[config.mk]
export PLATFORM = sky130hd
export DESIGN_NAME = tpc_out_queue
export DESIGN_NICKNAME = d
export VERILOG_FILES = /design/src/rtl/core/tpc_pkg.sv /design/src/rtl/core/tpc_out_queue.sv
export SDC_FILE = /design/constraint.sdc
export NUM_CORES = 1
export LEC_CHECK = 0
export ABC_AREA = 1
export BUFFER_PORTS_ARGS = -buffer_cell sky130_fd_sc_hd__buf_4
export CORE_AREA = 2 2 225 227
export CTS_BUF_LIST = sky130_fd_sc_hd__clkbuf_4 sky130_fd_sc_hd__clkbuf_8 sky130_fd_sc_hd__clkbuf_16
export DETAILED_ROUTE_END_ITERATION = 10
export DIE_AREA = 0 0 227 229
export HOLD_SLACK_MARGIN = 0.06
export PLACE_DENSITY = 0.7
export SLEW_MARGIN = 20
export SYNTH_ARGS = -nofsm -noshare
export SYNTH_HDL_FRONTEND = slang
export SYNTH_SLANG_ARGS = --single-unit
[constraint.sdc]
create_clock -name clk -period 16.7 [get_ports clk]
set_clock_uncertainty 0.2 [all_clocks]
set_input_delay 1.67 -clock clk [delete_from_list [all_inputs] [get_ports clk]]
set_output_delay 1.67 -clock clk [all_outputs]
set_load 0.02 [all_outputs]
[src/rtl/core/tpc_pkg.sv]
package tpc_pkg;

	// Fixed-point constants, Q12.20 coordinates and Q1.30 edge parameters.
	localparam logic [30:0] ONE_Q30 = 31'h4000_0000;
	localparam logic [31:0] Z_MAX = 32'h7FFF_FFFF;
	localparam logic [31:0] Z_MIN = 32'h8000_0000;
	localparam logic [63:0] HALF_Q30 = 64'h0000_0000_2000_0000;

	// Axis selector codes; any other code selects depth.
	localparam logic [1:0] AXIS_X = 2'd0;
	localparam logic [1:0] AXIS_Y = 2'd1;

	// Configuration register indexes.
	typedef enum logic [1:0] {
		REG_AXIS  = 2'd0,
		REG_PLANE = 2'd1,
		REG_SIDE  = 2'd2,
		REG_PERSP = 2'd3
	} reg_idx_t;

	typedef enum logic [1:0] {
		KIND_REJECT = 2'd0,
		KIND_PASS   = 2'd1,
		KIND_ONE    = 2'd2,
		KIND_TWO    = 2'd3
	} kind_t;

	typedef enum logic [3:0] {
		S_IDLE,
		S_START,
		S_SPARAM,
		S_SDIV,
		S_LERP,
		S_PMUL,
		S_PDEN,
		S_PDIV_GO,
		S_PDIV_WAIT,
		S_STORE,
		S_EMIT0,
		S_EMIT1
	} back_state_t;

	typedef enum logic [1:0] {
		DIV_IDLE,
		DIV_RUN,
		DIV_DONE
	} div_state_t;

	typedef struct packed {
		logic signed [31:0] x;
		logic signed [31:0] y;
		logic signed [31:0] z;
	} vec_t;

	typedef struct packed {
		logic [1:0]         axis;
		logic signed [31:0] plane;
		logic               reject_side;
		logic               persp;
	} cfg_t;

	// One clipped edge: flags for the clamped cases and the operand magnitudes.
	typedef struct packed {
		logic        s_zero;
		logic        s_one;
		logic [32:0] un;
		logic [32:0] ud;
	} span_t;

	// Classified triangle: pivot vertex, the vertex two places on, the vertex one place on.
	typedef struct packed {
		kind_t kind;
		vec_t  pv;
		vec_t  e0;
		vec_t  e1;
		span_t sp0;
		span_t sp1;
	} job_t;

	typedef struct packed {
		vec_t a;
		vec_t b;
		vec_t c;
		logic last;
	} tri_t;

	typedef struct packed {
		logic        start;
		logic [63:0] num;
		logic [63:0] den;
	} div_req_t;

	typedef struct packed {
		logic        done;
		logic        ovf;
		logic [31:0] quot;
	} div_rsp_t;

	function automatic logic [32:0] mag33(input logic signed [32:0] v);
		mag33 = v[32] ? 33'(-v) : 33'(v);
	endfunction

	function automatic logic [63:0] mag64(input logic signed [63:0] v);
		mag64 = v[63] ? 64'(-v) : 64'(v);
	endfunction

	function automatic logic signed [31:0] vsel(input vec_t v, input logic [1:0] idx);
		case (idx)
			AXIS_X: vsel = v.x;
			AXIS_Y: vsel = v.y;
			default: vsel = v.z;
		endcase
	endfunction

endpackage

[src/rtl/core/tpc_out_queue.sv]
module tpc_out_queue (
	input  logic           clk,
	input  logic           arst_n,
	input  logic           wr,
	input  tpc_pkg::tri_t  wdata,
	output logic           full,
	input  logic           pop,
	output logic           empty,
	output tpc_pkg::tri_t  head
);

	tpc_pkg::tri_t ent_q [2];
	logic          wp_q;
	logic          rp_q;
	logic [1:0]    fill_q;
	logic          do_wr;
	logic          do_rd;

	// Two-entry result queue between the sequencer and the consumer.
	assign full  = (fill_q == 2'd2);
	assign empty = (fill_q == 2'd0);
	assign do_wr = wr && !full;
	assign do_rd = pop && !empty;
	assign head  = ent_q[rp_q];

	always_ff @(posedge clk or negedge arst_n) begin
		if (!arst_n) begin
			wp_q   <= 1'b0;
			rp_q   <= 1'b0;
			fill_q <= 2'd0;
		end else begin
			if (do_wr) begin
				wp_q <= !wp_q;
			end
			if (do_rd) begin
				rp_q <= !rp_q;
			end
			fill_q <= fill_q + 2'(do_wr) - 2'(do_rd);
		end
	end

	always_ff @(posedge clk) begin
		if (do_wr) begin
			ent_q[wp_q] <= wdata;
		end
	end

endmodule

## After elaboration in Yosys (flattened, before gate mapping)

Memory sizes are Yosys's and may differ from the RTL's.
Cells that the tools add are included.

| operators by class | value |
|---|---|
| add/sub/neg operators | 2 |
| eq/ne operators | 1 |
| multiplexer cells | 2 |
| reduce and logical (&&, ||, !) cells | 7 |

Operators with widths:

| operator | count |
|---|---|
| zero test 1 bit | 4 |
| adder 2 x 1 -> 2 bit | 1 |
| == test 2 bit (second input constant) | 1 |
| logical AND 1 bit | 2 |
| zero test 2 bit | 1 |
| 2-to-1 mux 1 bit | 2 |
| subtractor 2 x 1 -> 2 bit | 1 |

| word-level totals | value |
|---|---|
| register bits | 4 |
| RAM bits | 578 |
| input bits | 293 |
| output and inout port bits | 291 |
| logic and storage cells | 16 |
| memories | 1 |

Memories:

| name | words | bits a word | rd ports | clocked after Yosys merged registers in | wr ports | line | source |
|---|---|---|---|---|---|---|---|
| ent_q | 2 | 289 | 1 | 0 | 1 | tpc_out_queue.sv:12 | `tpc_pkg::tri_t ent_q [2];` |

## Longest topological paths before layout

| logic depth | value |
|---|---|
| depth after elaboration | 5 |
| mapped depth | 10 |
| depth with buffers taken out | 10 |

## Worst setup path before layout

No wires, ideal clock.

| timing | value |
|---|---|
| path kind | input to register |
| from | input port wr |
| to | memory ent_q[1][0] (netlist name), enable pin |
| setup time | 0.944 ns |
| arrival | 13.721 ns |
| data required time | 15.556 ns |
| setup slack | 1.835 ns |
| stages | 2 |
| buffers on the path | 0 |
| cells stage by stage | nand2_1 > nor2_1 |

| on the way | value |
|---|---|
| longest elaborated chain between the ends | 3 |

RTL lines:

| item | line | source |
|---|---|---|
| from (decl) | tpc_out_queue.sv:4 | `input logic wr,` |
| logical AND 1 bit | tpc_out_queue.sv:22 | `assign do_wr = wr && !full;` |
| 2-to-1 mux 1 bit | tpc_out_queue.sv:43 | `if (do_wr) begin` |
| 2-to-1 mux 1 bit (implied by the code) | tpc_out_queue.sv:44 | `ent_q[wp_q] <= wdata;` |
| to (decl) | tpc_out_queue.sv:12 |  |

No other way between the ends.

==> results.json <==
{
  "slew_violations": 0,
  "maxSlewHeadroom_pct": 24.4,
  "fillers": 4045,
  "synthAdderAreaFrac_pct": 0.118,
  "setup_violations": 0,
  "drc": 0,
  "dp_hpwl_mm": 33.9,
  "core_mm2": 0.0497,
  "io_buffers": 583,
  "min_path_cells": 2,
  "die_x_um": 227,
  "startpoint_type": "register",
  "clock.fmax_ghz": 0.182,
  "worstPathRequired_ps": 14830,
  "grt_overflow": 0,
  "power_mw": 5.35,
  "yosys_register_bits": 582,
  "slowest_stage": "dfrtp_4",
  "p_seq_share_pct": 39.0,
  "synth_top_family_by_area": "simple AND/OR/NAND/NOR gates",
  "yosys.area_share.simple_pct": 15.7,
  "ys_warn_count": 0,
  "tritoncts": "built",
  "p_sw_share_pct": 36.6,
  "critPathMaxFanout": 83,
  "grtUsageTotal_pct": 19.3,
  "clockPowerShare_pct": 23.4,
  "synthMuxAreaShare_pct": 0,
  "vias": 13400,
  "syn_nets": 1838,
  "rsz0062_at_grt": "false",
  "synth_xor_xnor_area_share_pct": 0,
  "crit_family": "buffers and inverters",
  "gp_congestion": 0.824,
  "hold_buffers": 0,
  "die_h_um": 229,
  "maxCapViolations": 0,
  "outcome": "complete, no violations",
  "hold_viol_final": 0,
  "synth-compound-area-share_pct": 0,
  "grt_pass1_vias": 13400,
  "numClockSinks": 582,
  "path_common_cell": "buf_4",
  "detail_route.wl_per_cell_um": 18.3,
  "grt_max_degree": 184,
  "vdd_drop_max_mv": 0.154,
  "detail_route.first_pass.iterations": 5,
  "cts_buffers": 60,
  "synth_area_leaders": "edfxtp_1 82%, nand2_1 16%, buf_2 1.4%, dfrtp_1 0.47%, buf_4 0.21%",
  "syn_to_final_growth_pct": 32.6,
  "clockRootBuffer": "clkbuf_16",
  "cp_num_cells": 5,
  "hold_path.class": "register to register",
  "synth_top_cell_area_share_pct": 81.9,
  "start_util_pct": 42.7,
  "h-tree-depth": 2,
  "die-area_mm2": 0.0520,
  "drt_iter0_markers": 809,
  "rows": 82,
  "worst_pin_slew_ps": 1130,
  "ioPinCount": 584,
  "synthCells": 1543,
  "reg2reg_depth": 4,
  "ys_seq_area_share_pct": 82.4,
  "synth_area_leader_cell": "edfxtp_1",
  "syn_avg_cell_area_um2": 13.7,
  "combinationalPowerShare_pct": 37.5,
  "p_leak_nw": 11.9,
  "grt_pass1_wl_mm": 76.0,
  "postCtsSetupBuffers": 0,
  "clkTransAtPathRegs_ps": 60,
  "criticalPathCategory": "register to primary output",
  "synth_area_mm2": 0.0212,
  "final_common_cell": "nand2_1",
  "antenna_found_initial": 6,
  "cp_cell_sequence": "buf_4 > buf_4 > nand2_1 > nand2_1 > buf_4",
  "p_sw_mw": 1.96,
  "cts_resized": 0,
  "crit_path_end_kind": "primary output",
  "final_antenna_net_count": 0,
  "place_inst": 2743,
  "cts_buffer_depth": 3,
  "crit_buf_inv": 3,
  "layout-drive-gt1-share_pct": 31.8,
  "period_minus_slack_ps": 5480,
  "clkLatencyLatePin_ps": 590,
  "crit_arrival_ps": 3610,
  "instances_no_fill": 2856,
  "synth.distinct_cells": 10,
  "setup_tns_ps": 0,
  "routed_wl_mm": 52.2,
  "slowest_delay_ps": 920,
  "p_int_mw": 3.39,
  "mostFrequentLayoutCells": "880 x nand2_1, 589 x buf_4, 578 x edfxtp_1",
  "p_per_area_mw_per_mm2": 191,
  "via_per_inst": 4.69,
  "post-route-period-util_pct": 32.8,
  "final_nets": 2429
}
## final timing paths
check,endpoint,slack (ps),from
max,head[190],11220,rp_q$_DFFE_PN0P_
min,wp_q$_DFFE_PN0P_,280,wp_q$_DFFE_PN0P_
max reg2reg,ent_q[0][47]$_DFFE_PP_,13750,fill_q[1]$_DFF_PN0_
min reg2reg,wp_q$_DFFE_PN0P_,280,wp_q$_DFFE_PN0P_
max in group asynchronous,rp_q$_DFFE_PN0P_,15510,arst_n
min in group asynchronous,fill_q[1]$_DFF_PN0_,670,arst_n
## kinds of logic (layout without fill, tap and decap cells)
| family | after synthesis | in the layout |
|---|---|---|
| AND/OR/NAND/NOR | 884 | 884 |
| flip-flops | 582 | 582 |
| buffers and inverters | 75 | 713 |
| adder cells (fa/ha/maj) | 2 | 2 |
| other | 0 | 3 |
## worst register-to-register path, stage by stage, from the launching register on
cell and delay [ps]:
dfrtp_1 400, nand2_1 140, nand3_1 210, inv_8 560, buf_12 810
## metrics by stage
step | area (µm²) | worst slack [ps] | hold slack, ps | utilization [%]
2_1_floorplan | 21200 | 1840 | 242 | -
3_3_place_gp | 26200 | 11750 | 254 | 52.7
3_5_place_dp | 26200 | 11710 | 269 | 52.7
4_1_cts | 28000 | 11070 | 284 | 56.5
5_1_grt | 28100 | 10880 | 315 | 56.6
6_report | 28100 | 11220 | 281 | 56.6
## state kept, by name, summed over array words and instances (netlist names)
register and flops:
ent_q 578, fill_q 2, rp_q 1, wp_q 1
## Yosys cell counts
master,number
inv_2,1
buf_4,6
edfxtp_1,578
dfrtp_1,4
nand3_1,3
nand2_1,880
inv_1,10
buf_2,58
ha_1,2
nor2_1,1
## power by group through the flow
stage | sequential (mW) | combinational [mW] | clock, mW
detailed placement | 2.12 | 2.02 | 0
global placement | 2.11 | 2.01 | 0
global route | 2.12 | 2.17 | 1.34
finish | 2.09 | 2.01 | 1.25
floorplan | 2.21 | 1.14 | 0
CTS | 2.09 | 2.03 | 1.28
## layout make-up
class	count	area, µm²	area share [%]
sequential	582	17500	62.2
timing repair buffer	593	4500	16.0
multi-input combinational	886	3350	11.9
clock buffer	75	1630	5.81
tap	672	841	2.99
clock inverter	34	233	0.829
inverter	11	56.3	0.200
antenna	3	7.51	0.0267
## layer usage
metal	wire length [µm]	global-route usage, %	up-vias
li1	-	-	6397
met1	19100	22.1	6403
met2	26100	32.7	499
met3	5400	7.83	94
met4	1580	6.68	6
met5	37	0	-
Note: power is estimated with default switching activity, not from simulation.
