**src/rtl/core/tpc_pkg.sv**
```systemverilog
package tpc_pkg;

	// Fixed-point constants, Q12.20 coordinates and Q1.30 edge parameters.
	localparam logic [30:0] ONE_Q30 = 31'h4000_0000;
	localparam logic [31:0] Z_MAX = 32'h7FFF_FFFF;
	localparam logic [31:0] Z_MIN = 32'h8000_0000;
	localparam logic [63:0] HALF_Q30 = 64'h0000_0000_2000_0000;

	// Axis selector codes; any other code selects depth.
	localparam logic [1:0] AXIS_X = 2'd0;
	localparam logic [1:0] AXIS_Y = 2'd1;

	// Configuration register indexes.
	typedef enum logic [1:0] {
		REG_AXIS  = 2'd0,
		REG_PLANE = 2'd1,
		REG_SIDE  = 2'd2,
		REG_PERSP = 2'd3
	} reg_idx_t;

	typedef enum logic [1:0] {
		KIND_REJECT = 2'd0,
		KIND_PASS   = 2'd1,
		KIND_ONE    = 2'd2,
		KIND_TWO    = 2'd3
	} kind_t;

	typedef enum logic [3:0] {
		S_IDLE,
		S_START,
		S_SPARAM,
		S_SDIV,
		S_LERP,
		S_PMUL,
		S_PDEN,
		S_PDIV_GO,
		S_PDIV_WAIT,
		S_STORE,
		S_EMIT0,
		S_EMIT1
	} back_state_t;

	typedef enum logic [1:0] {
		DIV_IDLE,
		DIV_RUN,
		DIV_DONE
	} div_state_t;

	typedef struct packed {
		logic signed [31:0] x;
		logic signed [31:0] y;
		logic signed [31:0] z;
	} vec_t;

	typedef struct packed {
		logic [1:0]         axis;
		logic signed [31:0] plane;
		logic               reject_side;
		logic               persp;
	} cfg_t;

	// One clipped edge: flags for the clamped cases and the operand magnitudes.
	typedef struct packed {
		logic        s_zero;
		logic        s_one;
		logic [32:0] un;
		logic [32:0] ud;
	} span_t;

	// Classified triangle: pivot vertex, the vertex two places on, the vertex one place on.
	typedef struct packed {
		kind_t kind;
		vec_t  pv;
		vec_t  e0;
		vec_t  e1;
		span_t sp0;
		span_t sp1;
	} job_t;

	typedef struct packed {
		vec_t a;
		vec_t b;
		vec_t c;
		logic last;
	} tri_t;

	typedef struct packed {
		logic        start;
		logic [63:0] num;
		logic [63:0] den;
	} div_req_t;

	typedef struct packed {
		logic        done;
		logic        ovf;
		logic [31:0] quot;
	} div_rsp_t;

	function automatic logic [32:0] mag33(input logic signed [32:0] v);
		mag33 = v[32] ? 33'(-v) : 33'(v);
	endfunction

	function automatic logic [63:0] mag64(input logic signed [63:0] v);
		mag64 = v[63] ? 64'(-v) : 64'(v);
	endfunction

	function automatic logic signed [31:0] vsel(input vec_t v, input logic [1:0] idx);
		case (idx)
			AXIS_X: vsel = v.x;
			AXIS_Y: vsel = v.y;
			default: vsel = v.z;
		endcase
	endfunction

endpackage

```
**src/rtl/core/tpc_div.sv**
```systemverilog
module tpc_div (
	input  logic               clk,
	input  logic               arst_n,
	input  tpc_pkg::div_req_t  req,
	output tpc_pkg::div_rsp_t  rsp
);

	tpc_pkg::div_state_t state_q, state_d;
	logic [63:0] rem_q;
	logic [63:0] den_q;
	logic [30:0] quo_q;
	logic [4:0]  cnt_q;
	logic        ovf_q;

	logic [64:0] shifted;
	logic        ge;
	logic        ovf_d;
	logic        rnd;

	// Restoring division, one quotient bit per cycle; the first bit has weight 2^30.
	assign shifted = (cnt_q == 5'd0) ? {1'b0, rem_q} : {rem_q, 1'b0};
	assign ge      = shifted >= {1'b0, den_q};
	assign ovf_d   = {1'b0, req.num} >= {req.den, 1'b0};
	assign rnd     = {rem_q, 1'b0} >= {1'b0, den_q};

	// State register.
	always_ff @(posedge clk or negedge arst_n) begin
		if (!arst_n) begin
			state_q <= tpc_pkg::DIV_IDLE;
		end else begin
			state_q <= state_d;
		end
	end

	// Next state: a new start always wins.
	always_comb begin
		state_d = state_q;
		case (state_q)
			tpc_pkg::DIV_RUN: begin
				if (cnt_q == 5'd30) begin
					state_d = tpc_pkg::DIV_DONE;
				end
			end
			default: begin
			end
		endcase
		if (req.start) begin
			state_d = ovf_d ? tpc_pkg::DIV_DONE : tpc_pkg::DIV_RUN;
		end
	end

	// Datapath registers.
	always_ff @(posedge clk) begin
		if (req.start) begin
			rem_q <= req.num;
			den_q <= req.den;
			quo_q <= '0;
			cnt_q <= '0;
			ovf_q <= ovf_d;
		end else if (state_q == tpc_pkg::DIV_RUN) begin
			rem_q <= ge ? 64'(shifted - {1'b0, den_q}) : shifted[63:0];
			quo_q <= {quo_q[29:0], ge};
			cnt_q <= cnt_q + 5'd1;
		end
	end

	// Quotient rounded to nearest, ties up.
	always_comb begin
		rsp.done = (state_q == tpc_pkg::DIV_DONE);
		rsp.ovf  = ovf_q;
		rsp.quot = {1'b0, quo_q} + {31'b0, rnd};
	end

endmodule

```
**config.mk**
```make
export PLATFORM = sky130hd
export DESIGN_NAME = tpc_div
export DESIGN_NICKNAME = d
export VERILOG_FILES = /design/src/rtl/core/tpc_pkg.sv /design/src/rtl/core/tpc_div.sv
export SDC_FILE = /design/constraint.sdc
export NUM_CORES = 1
export LEC_CHECK = 0
export BUFFER_PORTS_ARGS = -buffer_cell sky130_fd_sc_hd__buf_2
export CAP_MARGIN = 20
export CORE_ASPECT_RATIO = 0.9
export CORE_MARGIN = 3
export CORE_UTILIZATION = 42
export CTS_BUF_LIST = sky130_fd_sc_hd__clkbuf_8
export CTS_CLUSTER_DIAMETER = 200
export CTS_CLUSTER_SIZE = 14
export DETAILED_ROUTE_END_ITERATION = 6
export GPL_ROUTABILITY_DRIVEN = 1
export GPL_TIMING_DRIVEN = 0
export PLACE_DENSITY_LB_ADDON = 0.08
export SLEW_MARGIN = 10
export SYNTH_ARGS = -nofsm -noshare
export SYNTH_HDL_FRONTEND = slang
export SYNTH_SLANG_ARGS = --single-unit
```
**constraint.sdc**
```tcl
create_clock -name clk -period 5.5 [get_ports clk]
set_clock_uncertainty 0.2 [all_clocks]
set_input_delay 0.55 -clock clk [delete_from_list [all_inputs] [get_ports clk]]
set_output_delay 0.55 -clock clk [all_outputs]
set_load 0.01 [all_outputs]
```
# After elaboration in Yosys (flattened, before gate mapping)
# Index checks and enable logic that the tools add are counted.
# word_totals
inputBits	131
word_cells	27
register_bits	167
out_inout_bits	34
# op_classes
magnitude_cmp	3
n_eq_ne	3
n_mux	8
n_reduce_logical	4
add_sub_neg	3
# op_table
op	n
$mux 64	3
$ge 65x64->1	2
$ge 64x65->1	1
$mux 65	1
$sub 64x64->64	1
$add 31x1->32	1
$mux 2	4
$add 5x1->5 const B	1
$eq 5x5->1 const B	1
$logic_not 5->1	1
$reduce_bool 2->1	2
$eq 2x1->1 const B	1
$eq 2x2->1 const B	1
$reduce_and 2->1	1

# Depth between registers and ports, before layout
# Gate-level depths: netlist of run 1.
# depth
depth_word	6
depth_mapped	22

# Worst setup path before layout of run 1
# Ideal clock, no wire load.
# synth_path
path_type	register -> register
startpoint	register cnt_q[0]
endpoint	register rem_q[12] (data pin)
setup_time_ns	0.260
path_stages_with_launch	21
t_required_ns	5.040
arrival_time_ns	4.305
setup_slack_ns	0.735
cell_sequence	dfxtp_1 > inv_1 > ha_1 > or4b_1 > clkbuf_1 > clkbuf_1 > buf_1 > nand2_1 > nand2_1 > ha_1 > clkbuf_1 > nand4_1 > nor4_1 > a21oi_1 > o211ai_1 > and2_1 > a31oi_1 > o31ai_2 > buf_2 > mux2_1 > mux2_2
# synth_between
elab_chain_cells	6
# synth_lines
item	line	rtl
start, declared	tpc_div.sv:12	logic [4:0] cnt_q;
start signal, assigned	tpc_div.sv:63	cnt_q <= cnt_q + 5'd1;
$logic_not 5->1 *	tpc_div.sv:21	assign shifted = (cnt_q == 5'd0) ? {1'b0, rem_q} : {rem_q, 1'b0};
$mux 65 *	tpc_div.sv:21	
$sub 64x64->64 or $ge 65x64->1 (tied branches)	tpc_div.sv:61, tpc_div.sv:22	
$mux 64 *	tpc_div.sv:61	rem_q <= ge ? 64'(shifted - {1'b0, den_q}) : shifted[63:0];
$mux 64 *	tpc_div.sv:60	end else if (state_q == tpc_pkg::DIV_RUN) begin
$mux 64 *	tpc_div.sv:54	if (req.start) begin
end signal, assigned	tpc_div.sv:55	rem_q <= req.num;
end signal, assigned	tpc_div.sv:61	
end, declared	tpc_div.sv:9	logic [63:0] rem_q;
# Every way passes the cells marked *; elsewhere a longest branch is shown, timed or not. The select of a mux whose other input is x is not followed.
# A chain may end at the register's enable or synchronous reset.

# Worst setup path after layout of run 1
# layout_path
startpoint	register cnt_q[0]
endpoint	register rem_q[63] (data pin)
# Same word-level chain as after synthesis.

==> results of run 1 <==
==> power groups by stage <==
stage	combinational, mW	clock [mW]	sequential, mW
2_1_floorplan	3.77	0	1.86
3_3_place_gp	5.16	0	1.94
3_5_place_dp	5.22	0	1.93
4_1_cts	5.54	0.958	1.91
5_1_grt	6.32	1.01	1.95
6_report	5.77	0.933	1.92
==> layout make-up <==
class	count	share of cell area, %
buffer	72	2.36
clock buffer	18	1.37
clock inverter	14	0.830
inverter	167	3.47
multi-input combinational	1466	54.3
sequential	167	25.7
tap	469	3.25
timing repair buffer	240	8.72
==> worst max-delay path by stage <==
stage	start	to	cells past startpoint
finish	cnt_q[0]$_SDFFE_PP0P_	rem_q[63]$_DFFE_PP_	19
global route	cnt_q[0]$_SDFFE_PP0P_	rem_q[63]$_DFFE_PP_	19
CTS	cnt_q[0]$_SDFFE_PP0P_	rem_q[42]$_DFFE_PP_	20
detailed placement	cnt_q[0]$_SDFFE_PP0P_	rem_q[29]$_DFFE_PP_	21
global placement	cnt_q[0]$_SDFFE_PP0P_	rem_q[19]$_DFFE_PP_	21
floorplan	cnt_q[0]$_SDFFE_PP0P_	rem_q[12]$_DFFE_PP_	20
==> kinds of logic (layout without fill, tap and decap cells) <==
logic type	after synthesis	count (layout)	share of synthesized area (%)
buf+inv	245	511	6.49
flops	167	167	30.8
compound gates	475	475	19.5
fa+ha+maj	197	197	16.4
mux	32	32	2.20
simple gates	677	677	19.7
xor+xnor	85	85	4.94
==> what timing repair did <==
item / 4_1_cts / 5_1_grt
hold endpoints to repair: 64 / 0
setup buffers: 9 / 1
hold buffers: 63 / 0
endpoints found under the setup margin: 84 / 73
resized for setup: 72 / 46
cloned: 1 / 0
pin swaps: 9 / 6
==> routing by layer <==
| metal | vias to the layer above | global-route usage, % | wire [um] |
|---|---|---|---|
| li1 | 7146 | - | - |
| met3 | 42 | 5.75 | 3460 |
| met5 | - | 0 | 0 |
| met1 | 6949 | 39.1 | 24900 |
| met4 | 0 | 6.67 | 856 |
| met2 | 411 | 41.4 | 22900 |
==> registers in the layout, summed over array words and instances (netlist names) <==
| name | flops |
|---|---|
| cnt_q | 5 |
| den_q | 64 |
| ovf_q | 1 |
| quo_q | 31 |
| rem_q | 64 |
| state_q | 2 |
==> critical path, delay by kind of cell, from the launching register on <==
| kind | cells | cell delay [ns] |
|---|---|---|
| AOI/OAI and AO/OA | 6 | 1.68 |
| buffers and inverters | 4 | 0.75 |
| and+or+nand+nor | 7 | 1.66 |
| DFF | 1 | 0.35 |
| adders and majority gates | 2 | 0.59 |
==> per-stage QoR <==
step                      hold slack [ns]  TNS, ns
after floorplan                    0.0544        0
after global placement              0.135  -119.25
after detailed placement            0.138  -101.12
after CTS                         0.00276        0
after global routing               0.0114  -0.0777
final                              0.0529        0
==> cells in the final DEF, fill, tap and decap left out, types with 9 or more instances in the layout <==
cell           count
nand2_1          376
a21oi_1          195
ha_1             191
buf_2            172
inv_1            166
edfxtp_1         129
nor2_1           116
a21o_1            69
dlygate4sd3_1     63
o21ai_0           55
nand4_1           53
xnor2_1           51
dfxtp_1           36
xor2_1            34
clkbuf_1          33
o21ai_1           27
nand3_1           25
nor3_1            22
buf_4             21
mux2i_1           21
a211oi_1          20
clkbuf_8          19
nor2b_1           15
o21a_1            15
o21bai_1          11
o211ai_1          11
and3_1            11
a31oi_1            9
==> metrics.txt, run 1 <==
status complete, no violations; Sequential Area 4640 sq um; Sink Count 167; sw frac 49.6%; overall power 8.62 mW; placed cells 2513; largest cells by area after synthesis edfxtp_1, ha_1, nand2_1; Least-Margin Pin Slew 1.14 ns; RR Startpoint cnt_q[0]$_SDFFE_PP0P_; Max-Cap Viols 0; Routed wire per std cell 19.9 um; starting density of the core 42.8%; share of power burned in registers 22.2%; RSZ-0062 raised after global routing true; #FFs+latches synth 167; HP Start req[20]; R2R cell count 19; largest net degree at the start of global routing 36; Slew Viols, Final 0; reg-to-reg endpoint rem_q[63]$_DFFE_PP_; Die ar. 38200 sq um; ys flop type edfxtp_1; Synth top cells by count nand2_1, a21oi_1, ha_1; DRT iter0 DRCs 1174; post-route DRC violation count 0; Clock power frac 10.8%; fmax 185 MHz; reg-to-reg slack, setup 0.10 ns; overall routed net length 52100 um; hold depth 1; CP most frequent cell nand2_1; sequential area share after synthesis 30.8%; Mapped Nets 2206; CP required 5.66 ns; core area 35200 sq um; Root Driver clkbuf_8; EDFF count, synth 129; Antenna diodes 0; Finished Layout Cells 2613; H-tree Lvls 4; via count 14.5k; Critical Path End Type flip-flop; Final setup viols 0; initial antenna violation count 0; final hold violations 0; # port buffers 164; Final nets 2459; Tmin final 5.40 ns; Worst-Skew Late Latency 0.53 ns; final core utilization 51.3%; CP max FO 10; area of the multi-input gates 9820 sq um; critical path's slowest cell or4b_4; Slew HR 23.8%; CP cell instances inv_1, ha_1, or4b_4, clkbuf_8, buf_4, clkbuf_4, nand2_1, nand2_1, ha_2, nand3_2, o21bai_4, a311oi_2, a21oi_2, o21ai_2, a221oi_4, o31a_1, or4_4, and4_4, nor4_2; Yosys cell types 72; 1st-pass router iterations 6; DPL Wire Length 40300 um; most frequent cell after synthesis nand2_1; share of synthesized registers carrying an async set or reset 1.20%; Psw 4.27 mW; DP Area 16500 sq um; Yosys top cell by area edfxtp_1; CTS max path bufs 2; cell count after synthesis 1878; syn_area_per_cell 8.03 sq um; crit path DAT 5.56 ns; combinational fraction of design power 66.9%; Leakage 8.48 nW; Synth top area share 25.7%; pwr dens 477 nW/um^2; Peak VDD IR 0.214 mV; io pins 165; first-pass GRT wire length 79000 um; GRT overflow 0; period utilisation layout 98.2%; clk slew on worst S/H paths 0.11 ns; Post-Place Worst Slack -1.78 ns; Critical Path Source Type flip-flop; Rows 65; total track usage 27.1%; Chip Height 186 um; total CTS buffers 17; layout cells sized above 1 14.7%; setup slack after layout 0.102 ns; Layout area overhead 19.9%; Vias/cell 5.57; CTS tree yes; GPL Wtd Cong 0.944; area of the mapped netlist 15100 sq um; antenna-violating nets left 0; type of the worst setup path flip-flop to flip-flop; Int Pwr 4.35 mW; Hold Path Class primary input to flip-flop; Synth Warn # 0; fill count 3476; final instance area 18100 sq um; Die W 206 um; crit-path max cell delay 0.50 ns; Worst Hold End den_q[20]$_DFFE_PP_; via count of the first global-routing pass 13.8k
No activity file was read; power rests on OpenSTA's default activity.
==> run 2, diff against run 1 <==
--- a/config.mk
+++ b/config.mk
@@ -8,7 +8,6 @@
 export BUFFER_PORTS_ARGS = -buffer_cell sky130_fd_sc_hd__buf_2
 export CAP_MARGIN = 20
 export CORE_ASPECT_RATIO = 0.9
-export CORE_MARGIN = 3
 export CORE_UTILIZATION = 42
 export CTS_BUF_LIST = sky130_fd_sc_hd__clkbuf_8
 export CTS_CLUSTER_DIAMETER = 200
==> run 2 against run 1 <==
  * Final cell count grew 0.15%
  * Critical path depth increased by 2
  * Power increased by 0.23%
  * Non-clock buffer count up 4
  * Clock-buffer cell count increased by 2
  * Largest cell class unchanged
==> metrics.txt, run 2 (synthesis results as in run 1) <==
status complete, no violations; CP max FO 10 (unchanged); Slew HR 22.9% (-0.82 points); period utilisation layout 97.4% (-0.72 points); Psw 4.26 mW (-0.22%); via count of the first global-routing pass 14.0k (+1.6%); met3 GRT Util 4.41% (-1.3 points); Critical path buffers and inverters 7 (+3); Critical Path End Type flip-flop; Die ar. 36700 sq um (-4.1%); Final nets 2463 (+0.16%); Sequential Area 4640 sq um (unchanged); first-pass GRT wire length 80700 um (+2.2%); layout cells sized above 1 14.7% (-0.027 points); DP Area 16500 sq um (unchanged); Rows 65 (unchanged); DRT iter0 DRCs 1242 (+5.8%); Least-Margin Pin Slew 1.16 ns (+0.0124 ns); CTS tree yes; crit path DAT 5.44 ns (-0.12 ns); fill count 3490 (+0.40%); antenna-violating nets left 0 (unchanged); via count 14.6k (+0.21%); starting density of the core 42.8% (unchanged); sw frac 49.3% (-0.22 points); Peak VDD IR 0.192 mV (-11%); DPL Wire Length 40600 um (+0.74%); final instance area 18100 sq um (+0.15%); largest registers den_q: 64 flops, rem_q: 64 flops, quo_q: 31 flops; Critical Path Source Type flip-flop; Antenna diodes 0 (unchanged); gr busiest metal met2; Final setup viols 0 (unchanged); Tmin final 5.36 ns (-0.0395 ns); Die W 202 um (-1.9%); most frequent cells in the layout nand2_1, a21oi_1, ha_1, buf_2, inv_1; # port buffers 164 (unchanged); Chip Height 182 um (-2.2%); CP required 5.58 ns (-0.08 ns); hold depth 3 (+2); GRT overflow 0 (unchanged); Max-Cap Viols 0 (unchanged); CP top delay family buffers and inverters; Root Driver clkbuf_8; CP cell instances inv_1, ha_1, or4b_4, clkbuf_8, buf_4, buf_6, nand2_1, nand2_1, ha_1, nand3_2, o21bai_4, a2111oi_4, nor3_2, buf_4, a21oi_4, a31oi_2, o31ai_2, buf_4, buf_2, mux2_1, mux2_2; total track usage 28.9% (+1.8 points); WHS 0.132 ns (+0.0788 ns); Worst-Skew Late Latency 0.53 ns (about the same); H-tree Lvls 4 (unchanged); largest net degree at the start of global routing 36 (unchanged); global-route met1 utilization 41.5% (+2.4 points); Leakage 8.49 nW (about the same); Clock power frac 11.0% (+0.2 points); GPL Wtd Cong 0.948 (+0.42%); area of the multi-input gates 9810 sq um (-0.11%); Slew Viols, Final 0 (unchanged); 1st-pass router iterations 5 (-1); clk slew on worst S/H paths 0.09 ns (-0.02 ns); share of power burned in registers 22.2% (about the same); final core utilization 51.4% (+0.075 points); pwr dens 477 nW/um^2 (about the same); combinational fraction of design power 66.8% (about the same); Routed wire per std cell 20.1 um (+0.61%); critical path's slowest cell or4b_4; RSZ-0062 raised after global routing true; R2R cell count 21 (+2); core area 35200 sq um (unchanged); CTS max path bufs 2 (unchanged); type of the worst setup path flip-flop to flip-flop; Sink Count 167 (unchanged); overall routed net length 52500 um (+0.76%); io pins 165 (unchanged); Vias/cell 5.57 (about the same); total negative slack 0 ns (unchanged); Hold Path Class primary input to flip-flop; CP most frequent cell buf_4; met2 usage 45.1% (+3.7 points); crit-path max cell delay 0.50 ns (about the same); Int Pwr 4.38 mW (+0.67%); total CTS buffers 17 (unchanged); fmax 187 MHz (+0.74%); initial antenna violation count 0 (unchanged); commonest non-fill, non-tap cell in the layout nand2_1; Layout area overhead 20.1%; overall power 8.64 mW (+0.23%); post-route DRC violation count 0 (unchanged); Crit path depth 21 (+2); final hold violations 0 (unchanged)
==> run 2: changes by cell type in the layout (fill, tap and decap cells not counted), moves of 2 or more <==
cell,delta
a21oi_1,-2
clkinv_2,+2
a211oi_2,-2
a211oi_1,+2
clkbuf_2,+2
buf_6,+2
dlygate4sd3_1,+2
buf_4,+2
clkinv_4,-4
clkbuf_4,-4
a31oi_2,+2
clkbuf_8,+2
mux2i_2,+2
==> run 2: final cells by class <==
cell class	instances	share of cell area, %
Buffer	71	2.35
Clock buffer	20	1.52
Clock inverter	12	0.670
Inverter	167	3.46
Multi-Input combinational cell	1466	54.2
Sequential cell	167	25.6
Tap cell	469	3.24
Timing Repair Buffer	245	8.93
==> run 2: metal layers <==
metal,up-vias,wire length (um)
li1,7154,-
met1,6967,25500
met2,394,23100
met3,63,2960
met4,0,1000
met5,-,0
==> run 2: tightest hold or removal path: stages <==
cell and delay (ns):
buf_2 0.09, nand2_1 0.04, o21ai_1 0.06
==> run 2: worst paths after layout <==
| kind | slack (ns) | to | startpoint |
|---|---|---|---|
| max reg2reg | 0.14 | rem_q[20]$_DFFE_PP_ | cnt_q[0]$_SDFFE_PP0P_ |
| min in group asynchronous | 0.15 | state_q[1]$_DFFE_PN0P_ | arst_n |
| min reg2reg | 0.30 | quo_q[25]$_SDFFE_PP0P_ | quo_q[25]$_SDFFE_PP0P_ |
| max in group asynchronous | 4.85 | state_q[0]$_DFFE_PN0P_ | arst_n |
| min | 0.13 | rem_q[1]$_DFFE_PP_ | req[65] |
| max | 0.14 | rem_q[20]$_DFFE_PP_ | cnt_q[0]$_SDFFE_PP0P_ |
==> run 2: repair_timing <==
item                                   in CTS  in global routing
endpoints found under the hold margin      66                  0
hold buffers                               65                  0
setup endpoints to repair                  87                 76
resized for setup                          75                 36
gates cloned                                1                  0
pin swaps                                   4                 10
setup buffers                               5                  8
==> run 2: metrics by stage <==
| stage | instances | setup slack [ns] |
|---|---|---|
| 2_1_floorplan | 1878 | 0.735 |
| 3_3_place_gp | 2511 | -1.74 |
| 3_5_place_dp | 2513 | -1.73 |
| 4_1_cts | 2615 | 0.0161 |
| 5_1_grt | 2617 | -0.0346 |
| 6_report | 2617 | 0.141 |
==> run 2: power by group through the flow <==
stage / Clock [mW] / Sequential (mW) / Combinational (mW)
finish: 0.949 / 1.92 / 5.77
floorplan: 0 / 1.86 / 3.77
detailed placement: 0 / 1.94 / 5.23
global route: 1.02 / 1.95 / 6.33
global placement: 0 / 1.94 / 5.19
CTS: 0.972 / 1.91 / 5.53
